File: config.mk
export PLATFORM = sky130hd
export DESIGN_NAME = play_rate_irq_timer_registers_top_flat
export DESIGN_NICKNAME = d
export VERILOG_FILES = /design/src/prit_pkg.sv /design/src/prit_if.sv /design/src/prit_ram.sv /design/src/prit_reload_div.sv /design/src/play_rate_irq_timer_registers_top.sv /design/src/flat_wrapper.sv
export SDC_FILE = /design/constraint.sdc
export NUM_CORES = 2
export LEC_CHECK = 0
export ABC_CLOCK_PERIOD_IN_PS = 10700
export BUFFER_PORTS_ARGS = -buffer_cell sky130_fd_sc_hd__clkbuf_2
export CORE_MARGIN = 8
export CORE_UTILIZATION = 55
export CTS_CLUSTER_DIAMETER = 80
export DETAILED_ROUTE_END_ITERATION = 8
export MAX_ROUTING_LAYER = met4
export PLACE_DENSITY = 0.7
export SLEW_MARGIN = 15
export SYNTH_ARGS = -nofsm -noshare
export SYNTH_HDL_FRONTEND = slang
export SYNTH_SLANG_ARGS = --single-unit
File: constraint.sdc
create_clock -name clk -period 10.7 [get_ports clk]
set_input_delay 0.535 -clock clk [delete_from_list [all_inputs] [get_ports clk]]
set_output_delay 0.535 -clock clk [all_outputs]
set_load 0.005 [all_outputs]
File: src/prit_pkg.sv
package prit_pkg;

  localparam int RAM_DEPTH = 64;
  localparam int RAM_AW    = $clog2(RAM_DEPTH);
  localparam int IDX_W     = 6;

  localparam int OP_W    = 2;
  localparam int ADDR_W  = 16;
  localparam int DATA_W  = 8;
  localparam int CNT_W   = 32;
  localparam int LATCH_W = 17;
  localparam int PER_W   = 16;

  typedef enum logic [OP_W-1:0] {
    OP_READ  = 2'd0,
    OP_WRITE = 2'd1,
    OP_TICK  = 2'd2,
    OP_NOP   = 2'd3
  } op_t;

  // 0x3400-0x347F window, bit 6 selects the scratch RAM half
  localparam logic [8:0] WIN_TAG = 9'h068;

  localparam logic [ADDR_W-1:0] REG_CTRL      = 16'h3401;
  localparam logic [ADDR_W-1:0] REG_LATCH_LO  = 16'h3402;
  localparam logic [ADDR_W-1:0] REG_LATCH_HI  = 16'h3403;
  localparam logic [ADDR_W-1:0] REG_PERIOD_LO = 16'h3410;
  localparam logic [ADDR_W-1:0] REG_PERIOD_HI = 16'h3411;

  // period * 178684 / 100000 == ((period * 44671) >> 3) / 3125
  localparam int PER_MUL_W = 16;
  localparam logic [PER_MUL_W-1:0] PER_MUL = 16'd44671;
  localparam int PROD_W   = 32;
  localparam int Y_W      = PROD_W - 3;
  localparam int RECIP_SH = 29;
  localparam int RECIP_W  = 18;
  localparam logic [RECIP_W-1:0] RECIP = 18'd171798;   // floor(2^29 / 3125)
  localparam int WIDE_W   = Y_W + RECIP_W;
  localparam int Q_W      = WIDE_W - RECIP_SH;
  localparam logic [11:0] DIVISOR = 12'd3125;

endpackage

File: src/prit_if.sv
interface prit_in_if;
  logic                         valid;
  logic                         ready;
  logic [prit_pkg::OP_W-1:0]    op;
  logic [prit_pkg::ADDR_W-1:0]  bus_address;
  logic [prit_pkg::DATA_W-1:0]  write_value;

  modport source (output valid, op, bus_address, write_value, input ready);
  modport sink   (input valid, op, bus_address, write_value, output ready);
endinterface

interface prit_out_if;
  logic                         valid;
  logic                         ready;
  logic [prit_pkg::DATA_W-1:0]  read_value;
  logic                         claimed;
  logic                         irq_line;

  modport source (output valid, read_value, claimed, irq_line, input ready);
  modport sink   (input valid, read_value, claimed, irq_line, output ready);
endinterface

File: src/prit_ram.sv
module prit_ram #(
  parameter int WIDTH = 8,
  parameter int DEPTH = 64
) (
  input  logic                     clk,
  input  logic                     we,
  input  logic [$clog2(DEPTH)-1:0] waddr,
  input  logic [WIDTH-1:0]         wdata,
  input  logic                     re,
  input  logic [$clog2(DEPTH)-1:0] raddr,
  output logic [WIDTH-1:0]         rdata
);

  logic [WIDTH-1:0] mem [DEPTH];

  always_ff @(posedge clk) begin
    if (we) begin
      mem[waddr] <= wdata;
    end
    if (re) begin
      rdata <= mem[raddr];
    end
  end

endmodule

File: src/prit_reload_div.sv
module prit_reload_div (
  input  logic                         clk,
  input  logic                         rst_n,
  input  logic                         start,
  input  logic [prit_pkg::PER_W-1:0]   period,
  output logic                         busy,
  output logic                         done,
  output logic [prit_pkg::LATCH_W-1:0] result
);

  logic                          v1_r, v2_r;
  logic [prit_pkg::PROD_W-1:0]   x_r;
  logic [prit_pkg::Y_W-1:0]      y_r;
  logic [prit_pkg::WIDE_W-1:0]   wide_r;
  logic [prit_pkg::Y_W-1:0]      y_nxt;
  logic [prit_pkg::Q_W-1:0]      q_est;
  logic [prit_pkg::Y_W-1:0]      back;
  logic [prit_pkg::Y_W-1:0]      rem;
  logic [prit_pkg::Q_W-1:0]      q_fin;

  always_ff @(posedge clk) begin
    if (!rst_n) begin
      v1_r <= 1'b0;
      v2_r <= 1'b0;
    end else begin
      v1_r <= start;
      v2_r <= v1_r;
    end
  end

  assign y_nxt = x_r[prit_pkg::PROD_W-1:3];

  always_ff @(posedge clk) begin
    if (start) begin
      x_r <= prit_pkg::PROD_W'(period) * prit_pkg::PROD_W'(prit_pkg::PER_MUL);
    end
    if (v1_r) begin
      y_r    <= y_nxt;
      wide_r <= prit_pkg::WIDE_W'(y_nxt) * prit_pkg::WIDE_W'(prit_pkg::RECIP);
    end
  end

  // Estimate is exact or one short; fix with a single compare
  assign q_est = wide_r[prit_pkg::WIDE_W-1:prit_pkg::RECIP_SH];
  assign back  = prit_pkg::Y_W'(q_est) * prit_pkg::Y_W'(prit_pkg::DIVISOR);
  assign rem   = y_r - back;
  assign q_fin = (rem >= prit_pkg::Y_W'(prit_pkg::DIVISOR)) ? q_est + 1'b1 : q_est;

  assign busy   = v1_r | v2_r;
  assign done   = v2_r;
  assign result = q_fin[prit_pkg::LATCH_W-1:0];

endmodule

File: src/play_rate_irq_timer_registers_top.sv
// Interrupt timer with a 64-byte scratch RAM behind a bus window at 0x3400-0x347F. Each
// transaction is a bus read, a bus write, one CPU clock tick or a no-op, and yields
// exactly one result in the cycle after it is taken, so the block sustains one
// transaction per cycle while the output is not held off. The one exception is a write
// to the play period (0x3410/0x3411): the reload latch is rebuilt by a three-stage
// multiply-and-reciprocal pipeline, and input is held off while it runs. The scratch
// RAM is a registered-read memory whose read data is muxed straight onto the result
// output; per-entry valid bits make it read as zero after reset, so no clearing pass is needed.
module play_rate_irq_timer_registers_top (
  input  logic         clk,
  input  logic         rst_n,
  prit_in_if.sink      in_ch,
  prit_out_if.source   out_ch
);

  logic                          en_r, en_nxt;
  logic                          irq_r, irq_nxt;
  logic [prit_pkg::LATCH_W-1:0]  reload_r, reload_nxt;
  logic [prit_pkg::CNT_W-1:0]    cnt_r, cnt_nxt;
  logic [prit_pkg::PER_W-1:0]    period_r, period_nxt;
  logic [prit_pkg::RAM_DEPTH-1:0] vld_r;

  logic                          out_valid_r;
  logic [prit_pkg::DATA_W-1:0]   rv_r, rv_nxt;
  logic                          claimed_r, claimed_nxt;
  logic                          ram_sel_r, ram_sel_nxt;

  logic                          accept;
  logic                          in_win, ram_half, ram_hit;
  logic [prit_pkg::IDX_W-1:0]    idx;
  logic [prit_pkg::RAM_AW-1:0]   ram_addr;
  logic                          ram_we, ram_re;
  logic [prit_pkg::DATA_W-1:0]   ram_rdata;
  logic                          div_start, div_busy, div_done;
  logic [prit_pkg::LATCH_W-1:0]  div_result;
  prit_pkg::op_t                 op;

  assign op       = prit_pkg::op_t'(in_ch.op);
  assign in_win   = (in_ch.bus_address[prit_pkg::ADDR_W-1:7] == prit_pkg::WIN_TAG);
  assign ram_half = in_ch.bus_address[6];
  assign idx      = in_ch.bus_address[prit_pkg::IDX_W-1:0];
  assign ram_hit  = in_win && ram_half && (32'(idx) < prit_pkg::RAM_DEPTH);
  assign ram_addr = idx[prit_pkg::RAM_AW-1:0];

  assign in_ch.ready = rst_n && (!out_valid_r || out_ch.ready) && !div_busy;
  assign accept      = in_ch.valid && in_ch.ready;

  assign ram_we = accept && (op == prit_pkg::OP_WRITE) && ram_hit;
  assign ram_re = accept && (op == prit_pkg::OP_READ) && ram_hit;

  always_comb begin
    en_nxt      = en_r;
    irq_nxt     = irq_r;
    reload_nxt  = reload_r;
    cnt_nxt     = cnt_r;
    period_nxt  = period_r;
    div_start   = 1'b0;
    rv_nxt      = '0;
    claimed_nxt = 1'b0;
    ram_sel_nxt = 1'b0;

    if (div_done) begin
      reload_nxt = div_result;
    end

    if (accept) begin
      unique case (op)
        prit_pkg::OP_READ: begin
          claimed_nxt = in_win;
          ram_sel_nxt = ram_hit && vld_r[ram_addr];
          if (in_win && (in_ch.bus_address == prit_pkg::REG_CTRL)) begin
            irq_nxt = 1'b0;
            rv_nxt  = prit_pkg::DATA_W'(en_r);
          end
        end
        prit_pkg::OP_WRITE: begin
          claimed_nxt = in_win;
          if (in_win && !ram_half) begin
            unique case (in_ch.bus_address)
              prit_pkg::REG_CTRL: begin
                en_nxt  = in_ch.write_value[0];
                irq_nxt = 1'b0;
                if (in_ch.write_value[0]) begin
                  cnt_nxt = prit_pkg::CNT_W'(reload_r);
                end
              end
              prit_pkg::REG_LATCH_LO: begin
                reload_nxt = {1'b0, reload_r[15:8], in_ch.write_value};
              end
              prit_pkg::REG_LATCH_HI: begin
                reload_nxt = {1'b0, in_ch.write_value, reload_r[7:0]};
              end
              prit_pkg::REG_PERIOD_LO: begin
                period_nxt = {period_r[15:8], in_ch.write_value};
                div_start  = 1'b1;
              end
              prit_pkg::REG_PERIOD_HI: begin
                period_nxt = {in_ch.write_value, period_r[7:0]};
                div_start  = 1'b1;
              end
              default: begin
              end
            endcase
          end
        end
        prit_pkg::OP_TICK: begin
          if (en_r) begin
            // reaching zero reloads in the same step
            if (cnt_r == prit_pkg::CNT_W'(1)) begin
              cnt_nxt = prit_pkg::CNT_W'(reload_r);
              irq_nxt = 1'b1;
            end else begin
              cnt_nxt = cnt_r - 1'b1;
            end
          end
        end
        prit_pkg::OP_NOP: begin
        end
        default: begin
        end
      endcase
    end
  end

  always_ff @(posedge clk) begin
    if (!rst_n) begin
      en_r        <= 1'b0;
      irq_r       <= 1'b0;
      reload_r    <= '0;
      cnt_r       <= '0;
      period_r    <= '0;
      vld_r       <= '0;
      out_valid_r <= 1'b0;
    end else begin
      en_r     <= en_nxt;
      irq_r    <= irq_nxt;
      reload_r <= reload_nxt;
      cnt_r    <= cnt_nxt;
      period_r <= period_nxt;
      if (ram_we) begin
        vld_r[ram_addr] <= 1'b1;
      end
      if (accept) begin
        out_valid_r <= 1'b1;
      end else if (out_ch.ready) begin
        out_valid_r <= 1'b0;
      end
    end
  end

  // Hold the result payload until the next transaction is taken
  always_ff @(posedge clk) begin
    if (accept) begin
      rv_r      <= rv_nxt;
      claimed_r <= claimed_nxt;
      ram_sel_r <= ram_sel_nxt;
    end
  end

  prit_ram #(
    .WIDTH (prit_pkg::DATA_W),
    .DEPTH (prit_pkg::RAM_DEPTH)
  ) u_ram (
    .clk   (clk),
    .we    (ram_we),
    .waddr (ram_addr),
    .wdata (in_ch.write_value),
    .re    (ram_re),
    .raddr (ram_addr),
    .rdata (ram_rdata)
  );

  prit_reload_div u_div (
    .clk    (clk),
    .rst_n  (rst_n),
    .start  (div_start),
    .period (period_nxt),
    .busy   (div_busy),
    .done   (div_done),
    .result (div_result)
  );

  assign out_ch.valid      = out_valid_r;
  assign out_ch.read_value = ram_sel_r ? ram_rdata : rv_r;
  assign out_ch.claimed    = claimed_r;
  assign out_ch.irq_line   = irq_r;

endmodule

File: src/flat_wrapper.sv
// flat-port wrapper written by rule: the top's interface ports become plain ports
module play_rate_irq_timer_registers_top_flat 
  (clk, rst_n, in_ch_valid, in_ch_op, in_ch_bus_address, in_ch_write_value, in_ch_ready, out_ch_valid, out_ch_read_value, out_ch_claimed, out_ch_irq_line, out_ch_ready);
  prit_in_if in_ch_i ();
  prit_out_if out_ch_i ();
  input  logic clk;
  input  logic rst_n;
  input wire logic [$bits(in_ch_i.valid)-1:0] in_ch_valid;
  input wire logic [$bits(in_ch_i.op)-1:0] in_ch_op;
  input wire logic [$bits(in_ch_i.bus_address)-1:0] in_ch_bus_address;
  input wire logic [$bits(in_ch_i.write_value)-1:0] in_ch_write_value;
  output wire logic [$bits(in_ch_i.ready)-1:0] in_ch_ready;
  output wire logic [$bits(out_ch_i.valid)-1:0] out_ch_valid;
  output wire logic [$bits(out_ch_i.read_value)-1:0] out_ch_read_value;
  output wire logic [$bits(out_ch_i.claimed)-1:0] out_ch_claimed;
  output wire logic [$bits(out_ch_i.irq_line)-1:0] out_ch_irq_line;
  input wire logic [$bits(out_ch_i.ready)-1:0] out_ch_ready;
  assign in_ch_i.valid = in_ch_valid;
  assign in_ch_i.op = in_ch_op;
  assign in_ch_i.bus_address = in_ch_bus_address;
  assign in_ch_i.write_value = in_ch_write_value;
  assign in_ch_ready = in_ch_i.ready;
  assign out_ch_valid = out_ch_i.valid;
  assign out_ch_read_value = out_ch_i.read_value;
  assign out_ch_claimed = out_ch_i.claimed;
  assign out_ch_irq_line = out_ch_i.irq_line;
  assign out_ch_i.ready = out_ch_ready;
  play_rate_irq_timer_registers_top u_core (.clk(clk), .rst_n(rst_n), .in_ch(in_ch_i), .out_ch(out_ch_i));
endmodule
# Word-level counts from Yosys, hierarchy flattened
# Memories as Yosys holds them, arrays and structs flattened. A register that Yosys moved wholly into a read port is not among the register bits.
# Cells that the tools add are included.
[op_classes]
n_lt_le_gt_ge = 3
n_reduce_logical = 26
multipliers = 3
n_addsub = 3
mux = 35
eq_ne = 17
bitwise_logic = 2
[op_table]
columns = ["op", "n"]
rows = [
  ["32-bit 2-to-1 mux", 5],
  ["17-bit 2-to-1 mux", 5],
  ["16-bit by 14-bit equality test with 1-bit output, second input constant", 5],
  ["64-bit OR", 1],
  ["32-bit one-hot mux with 2 select lines", 1],
  ["16-bit 2-to-1 mux", 3],
  ["29-bit by 17-bit multiplier with 46-bit output, second input constant", 1],
  ["17-bit one-hot mux with 2 select lines", 1],
  ["32-bit by 1-bit equality test with 1-bit output, second input constant", 1],
  ["16-bit by 16-bit multiplier with 32-bit output, second input constant", 1],
  ["16-bit one-hot mux with 2 select lines", 1],
  ["32-bit by 1-bit subtractor with 32-bit output, second input constant", 1],
  ["29-bit by 12-bit greater-or-equal comparator with 1-bit output, second input constant", 1],
  ["18-bit by 12-bit multiplier with 29-bit output, second input constant", 1],
  ["29-bit subtractor", 1],
  ["17-bit by 1-bit adder with 17-bit output, second input constant", 1],
  ["1-bit 2-to-1 mux", 15],
  ["1-bit logical AND", 12],
  ["9-bit by 7-bit equality test with 1-bit output, second input constant", 1],
  ["8-bit 2-to-1 mux", 1],
  ["2-bit != test, second input constant", 4],
  ["4-bit != test, second input constant", 2],
  ["6-bit by 7-bit < comparator with 1-bit output, second input constant", 1],
  ["7-bit AND reduction", 1],
  ["other kinds (17)", 22],
]
[totals]
register_bits = 251
mem_count = 1
out_inout_bits = 12
wordCells = 108
ramBits = 512
in_bits = 30
[memory_table]
columns = ["name", "depth", "word_bits", "rd", "rd_ports_with_merged_regs", "wr", "line", "text"]
rows = [
  ["u_core.u_ram.mem", 64, 8, 1, 1, 1, "prit_ram.sv:14", "logic [WIDTH-1:0] mem [DEPTH];"],
]

# Depth between registers and ports, before layout
[depth]
word_depth = 9
ltp_mapped = 35
mapped_depth_nobuf = 34

# Modules after synthesis
# A second synthesis with hierarchy kept.
[hier_totals]
hier_cells = 3838
area_unflattened_um2 = 48815.6
[modules_own_cells]
columns = ["module", "area_per_inst_um2", "cells_each", "n_inst", "seq_area_each_um2"]
rows = [
  ["prit_reload_div", 21928.5, 2106, 1, 2322.2],
  ["prit_ram", 20246.9, 940, 1, 15615.0],
  ["play_rate_irq_timer_registers_top", 6640.1, 792, 1, 2732.6],
]

# Worst setup path after synthesis
# OpenSTA, ideal clock, no wires.
[synth_path]
kind = "register to register"
from = "register u_core.u_div.v1_r"
to = "register u_core.u_div.x_r[30] (netlist name) (data pin)"
t_arrival_ns = 9.088
synth_period_minus_slack_ns = 9.349
path_stages_with_launch = 33
slack_ns = 1.351
required_ns = 10.438
path_cell_list = "dfxtp_1 -> nor4_1 -> and3_1 -> and3_1 -> nand2_1 -> nor2_2 -> mux2i_1 -> clkinv_1 -> xnor2_1 -> ha_1 -> or2_2 -> fa_1 -> ha_1 -> inv_1 -> fa_1 -> inv_1 -> fa_1 -> inv_1 -> fa_1 -> inv_1 -> ha_1 -> and2_1 -> a221oi_1 -> nor2b_1 -> o21ai_0 -> o211ai_1 -> and4_1 -> o31a_1 -> or4_1 -> and4_1 -> nor3_1 -> o21ai_1 -> xor2_1"
[synth_between]
elab_chain_cells = 6
[synth_lines]
columns = ["item", "line", "text"]
rows = [
  ["start, declared", "prit_reload_div.sv:11", "logic v1_r, v2_r;"],
  ["start signal, assigned", "prit_reload_div.sv:26", "v1_r <= start;"],
  ["1-bit OR", "prit_reload_div.sv:49", "assign busy = v1_r | v2_r;"],
  ["1-bit logical NOT", "play_rate_irq_timer_registers_top.sv:45", "assign in_ch.ready = rst_n && (!out_valid_r || out_ch.ready) && !div_busy;"],
  ["1-bit logical AND", "play_rate_irq_timer_registers_top.sv:45", ""],
  ["net in_ch_ready", "flat_wrapper.sv:12", "output wire logic [$bits(in_ch_i.ready)-1:0] in_ch_ready;"],
  ["1-bit logical AND", "play_rate_irq_timer_registers_top.sv:46", "assign accept = in_ch.valid && in_ch.ready;"],
  ["16-bit 2-to-1 mux", "play_rate_irq_timer_registers_top.sv:66", "if (accept) begin"],
  ["net u_core.period_nxt (one bit)", "play_rate_irq_timer_registers_top.sv:20", "logic [prit_pkg::PER_W-1:0] period_r, period_nxt;"],
  ["16-bit by 16-bit multiplier with 32-bit output", "prit_reload_div.sv:35", "x_r <= prit_pkg::PROD_W'(period) * prit_pkg::PROD_W'(prit_pkg::PER_MUL);"],
  ["end signal, assigned", "prit_reload_div.sv:35", ""],
  ["end, declared", "prit_reload_div.sv:12", "logic [prit_pkg::PROD_W-1:0] x_r;"],
]
# The timed path passes the listed nets, and every way through them passes these cells.
# A chain may end at the register's enable or synchronous reset.

# Worst setup path after layout
[layout_path]
from = "register u_core.out_valid_r (netlist: u_core.out_ch.valid)"
to = "register u_core.u_div.x_r[30] (netlist name) (data pin)"
[layout_between]
elab_chain_cells = 7
[layout_lines]
columns = ["item", "line", "text"]
rows = [
  ["start, declared", "play_rate_irq_timer_registers_top.sv:23", "logic out_valid_r;"],
  ["start signal, assigned", "play_rate_irq_timer_registers_top.sv:133", "out_valid_r <= 1'b0;"],
  ["start signal, assigned", "play_rate_irq_timer_registers_top.sv:144", "out_valid_r <= 1'b1;"],
  ["start signal, assigned", "play_rate_irq_timer_registers_top.sv:146", "out_valid_r <= 1'b0;"],
  ["1-bit logical NOT", "play_rate_irq_timer_registers_top.sv:45", ""],
  ["1-bit logical OR", "play_rate_irq_timer_registers_top.sv:45", ""],
  ["1-bit logical AND (2 in a row)", "play_rate_irq_timer_registers_top.sv:45", ""],
  ["1-bit logical AND", "play_rate_irq_timer_registers_top.sv:46", ""],
  ["16-bit 2-to-1 mux", "play_rate_irq_timer_registers_top.sv:66", ""],
  ["net u_core.period_nxt (one bit)", "play_rate_irq_timer_registers_top.sv:20", ""],
  ["16-bit by 16-bit multiplier with 32-bit output", "prit_reload_div.sv:35", ""],
]
# The timed path passes the listed nets, and every way through them passes these cells.

==> reports/metrics.yaml <==
cts.sinks: 733
drc: 0
rsz0062_at_grt: "false"
worstSkewPairLatency_ps: 650
place_ws_ps: 646
fin_crit_ps: 9750
async_flop_share: 0
dp_hpwl_mm: 80.0
ir_drop_mv: 0.115
synth_seq_area_share: 0.437
final_common_cell: "inv_1"
clockRootBuffer: "clkbuf_16"
routed_wl_mm: 114
setup_tns_ps: 0
cts_buffers: 76
power.density_mw_per_mm2: 115
worst-setup-path-type: "reg -> reg"
finalWorstSetupSlack_ps: 953
port_buffers: 41
overflow: 0
dr_total_vias: 30600
grt_usage: 0.248
die_w_um: 309
cts_tree: "built"
cts_hold_buf: 0
hold_class: "in -> reg"
drive_above_1_share: 0.0635
clockBufferDepth: 3
layout_common_cells: "inv_1, edfxtp_1, ha_1"
path_clk_slew_ps: 60
start_kind: "register"
post_cts_buffers: 0
synthesis.nets: 4867
arrival_ps: 10110
start_util: 0.555
die_area_mm2: 0.0956
final_net_count: 4910
cts_resized: 0
ant_nets: 0
cts.htree.levels: 3
cellLeakagePower_nw: 21.4
worstMarginPinSlew_ps: 1160
num_rows: 107
final.period_utilization: 0.911
syn-mean-instance-area_um2: 11.9
synth_seq_cells: 733
fin_worst_skew_ps: 41.2
die_height_um: 309
fmax_mhz: 103
drv_cap: 0
ioPinCount: 42
grt_max_degree: 69
core_mm2: 0.0851
setup_viol: 0
synth_warnings: 0
relSlewSlack: 0.225
initialDrtViolationCount: 3208
hold_viol: 0
status: "finished clean"
gp_congestion: 0.928
syn_inst: 3959
endpoint_kind: "register"
ys_types: 87
vias_per_cell: 5.87
dr.pass1.iters: 6
antenna_found_initial: 8
cpPeakStageDelay_ps: 590
cp_max_fo: 8
wire_per_inst_um: 21.9
reg2reg_setup_slack_ps: 950
crit_slowest_cell: "mux2i_1"
maxSlewViolCount: 0
grt_pass1_wl_mm: 178
synth_edf_count: 599
area_growth_pct: 8.61
syn_area_mm2: 0.0473
critPathRequiredTime_ps: 11070
synthFlopType: "edfxtp_1"
grt_pass1_vias: 30800
-- per-stage QoR --
stage / area [um^2] / hold slack, ps / power (mW) / utilization / cells
global route: 51300 / 256 / 6.06 / 0.603 / 5215
detailed placement: 48800 / 454 / 3.35 / 0.573 / 5068
CTS: 51300 / 195 / 5.92 / 0.603 / 5210
global placement: 48800 / 447 / 3.34 / 0.573 / 5068
finish: 51300 / 224 / 5.91 / 0.603 / 5216
floorplan: 47300 / 440 / 3.24 / - / 3959
-- worst max-delay path, delay by kind of cell, from the launching register on --
| kind | cells | cell delay (ps) |
|---|---|---|
| compound gates | 5 | 1240 |
| xor+xnor | 2 | 420 |
| fa+ha+maj | 7 | 2790 |
| buf+inv | 6 | 850 |
| flops | 1 | 300 |
| mux | 1 | 590 |
| simple gates | 13 | 3330 |
-- routing by layer --
layer  global-route usage  up-vias  wire length [um]
li1                     -    13900                 -
met1                0.344    15300             49200
met2                0.373     1245             51700
met3               0.0515      190             10600
met4               0.0661        0              2910
met5                    -        -                 0
-- report_power, final --
part	internal, mW	total (mW)	switching [mW]
combinational	0.0533	0.212	0.159
sequential	3.08	3.08	0.000843
clock	1.49	2.62	1.13
-- flip-flops by register name, indices dropped and copies added (netlist names), 8 cells and up --
| signal | flops |
|---|---|
| u_core.cnt_r | 32 |
| u_core.u_div.wide_r | 18 |
| u_core.u_ram.rdata | 8 |
| u_core.u_ram.mem | 512 |
| u_core.vld_r | 64 |
| u_core.reload_r | 17 |
| u_core.period_r | 16 |
| u_core.u_div.y_r | 29 |
| u_core.u_div.x_r | 29 |
-- cell type report --
type                    instances  area (um^2)
diodes                          6         15.0
clock buffers                 110         2140
clock inverters                32          363
fillers                      6830        33800
inverters                     716         2690
multi-input cells            2389        23500
flip-flops and latches        733        20700
well taps                    1144         1430
repair buffers                 86          543
-- path summary, 6_finish.rpt --
kind / startpoint / end / depth (start not counted)
hold reg to reg: u_core.vld_r[6] / u_core.vld_r[6] / 1
hold / removal: out_ch_ready / u_core.out_ch.valid / 4
setup / recovery: u_core.out_ch.valid / u_core.u_div.x_r[30] / 34
setup reg to reg: u_core.out_ch.valid / u_core.u_div.x_r[30] / 34
-- synthesized netlist by cell type (all sizes together) (16+ instances only) --
library cell | number | share of area
ha | 485 | 0.13
nand4 | 65 | 0.0087
a211oi | 18 | 0.0030
a31oi | 25 | 0.0036
and2 | 23 | 0.0031
buf | 16 | 0.0014
a22o | 41 | 0.0076
nor3 | 26 | 0.0028
xnor2 | 71 | 0.013
a21oi | 123 | 0.013
a21o | 36 | 0.0057
nor2 | 295 | 0.023
fa | 393 | 0.17
o21ai | 97 | 0.010
a221oi | 50 | 0.0094
edfxtp | 599 | 0.38
inv | 715 | 0.057
dfxtp | 134 | 0.057
and3 | 20 | 0.0026
nand3 | 28 | 0.0030
a22oi | 199 | 0.032
mux2i | 24 | 0.0051
nor3b | 18 | 0.0029
nand2 | 101 | 0.0080
clkbuf | 105 | 0.0084
xor2 | 26 | 0.0048
o21a | 31 | 0.0049
-- cell families after synthesis --
| group | Yosys count | share of synthesized area |
|---|---|---|
| AOI/OAI and AO/OA | 712 | 0.106 |
| xor gates and xnor gates | 97 | 0.0180 |
| adders and majority gates | 878 | 0.295 |
| buffers and inverters | 837 | 0.0666 |
| DFF | 733 | 0.437 |
| muxes | 36 | 0.00889 |
| and+or+nand+nor | 666 | 0.0687 |
Power figures use the tool's default switching activity.
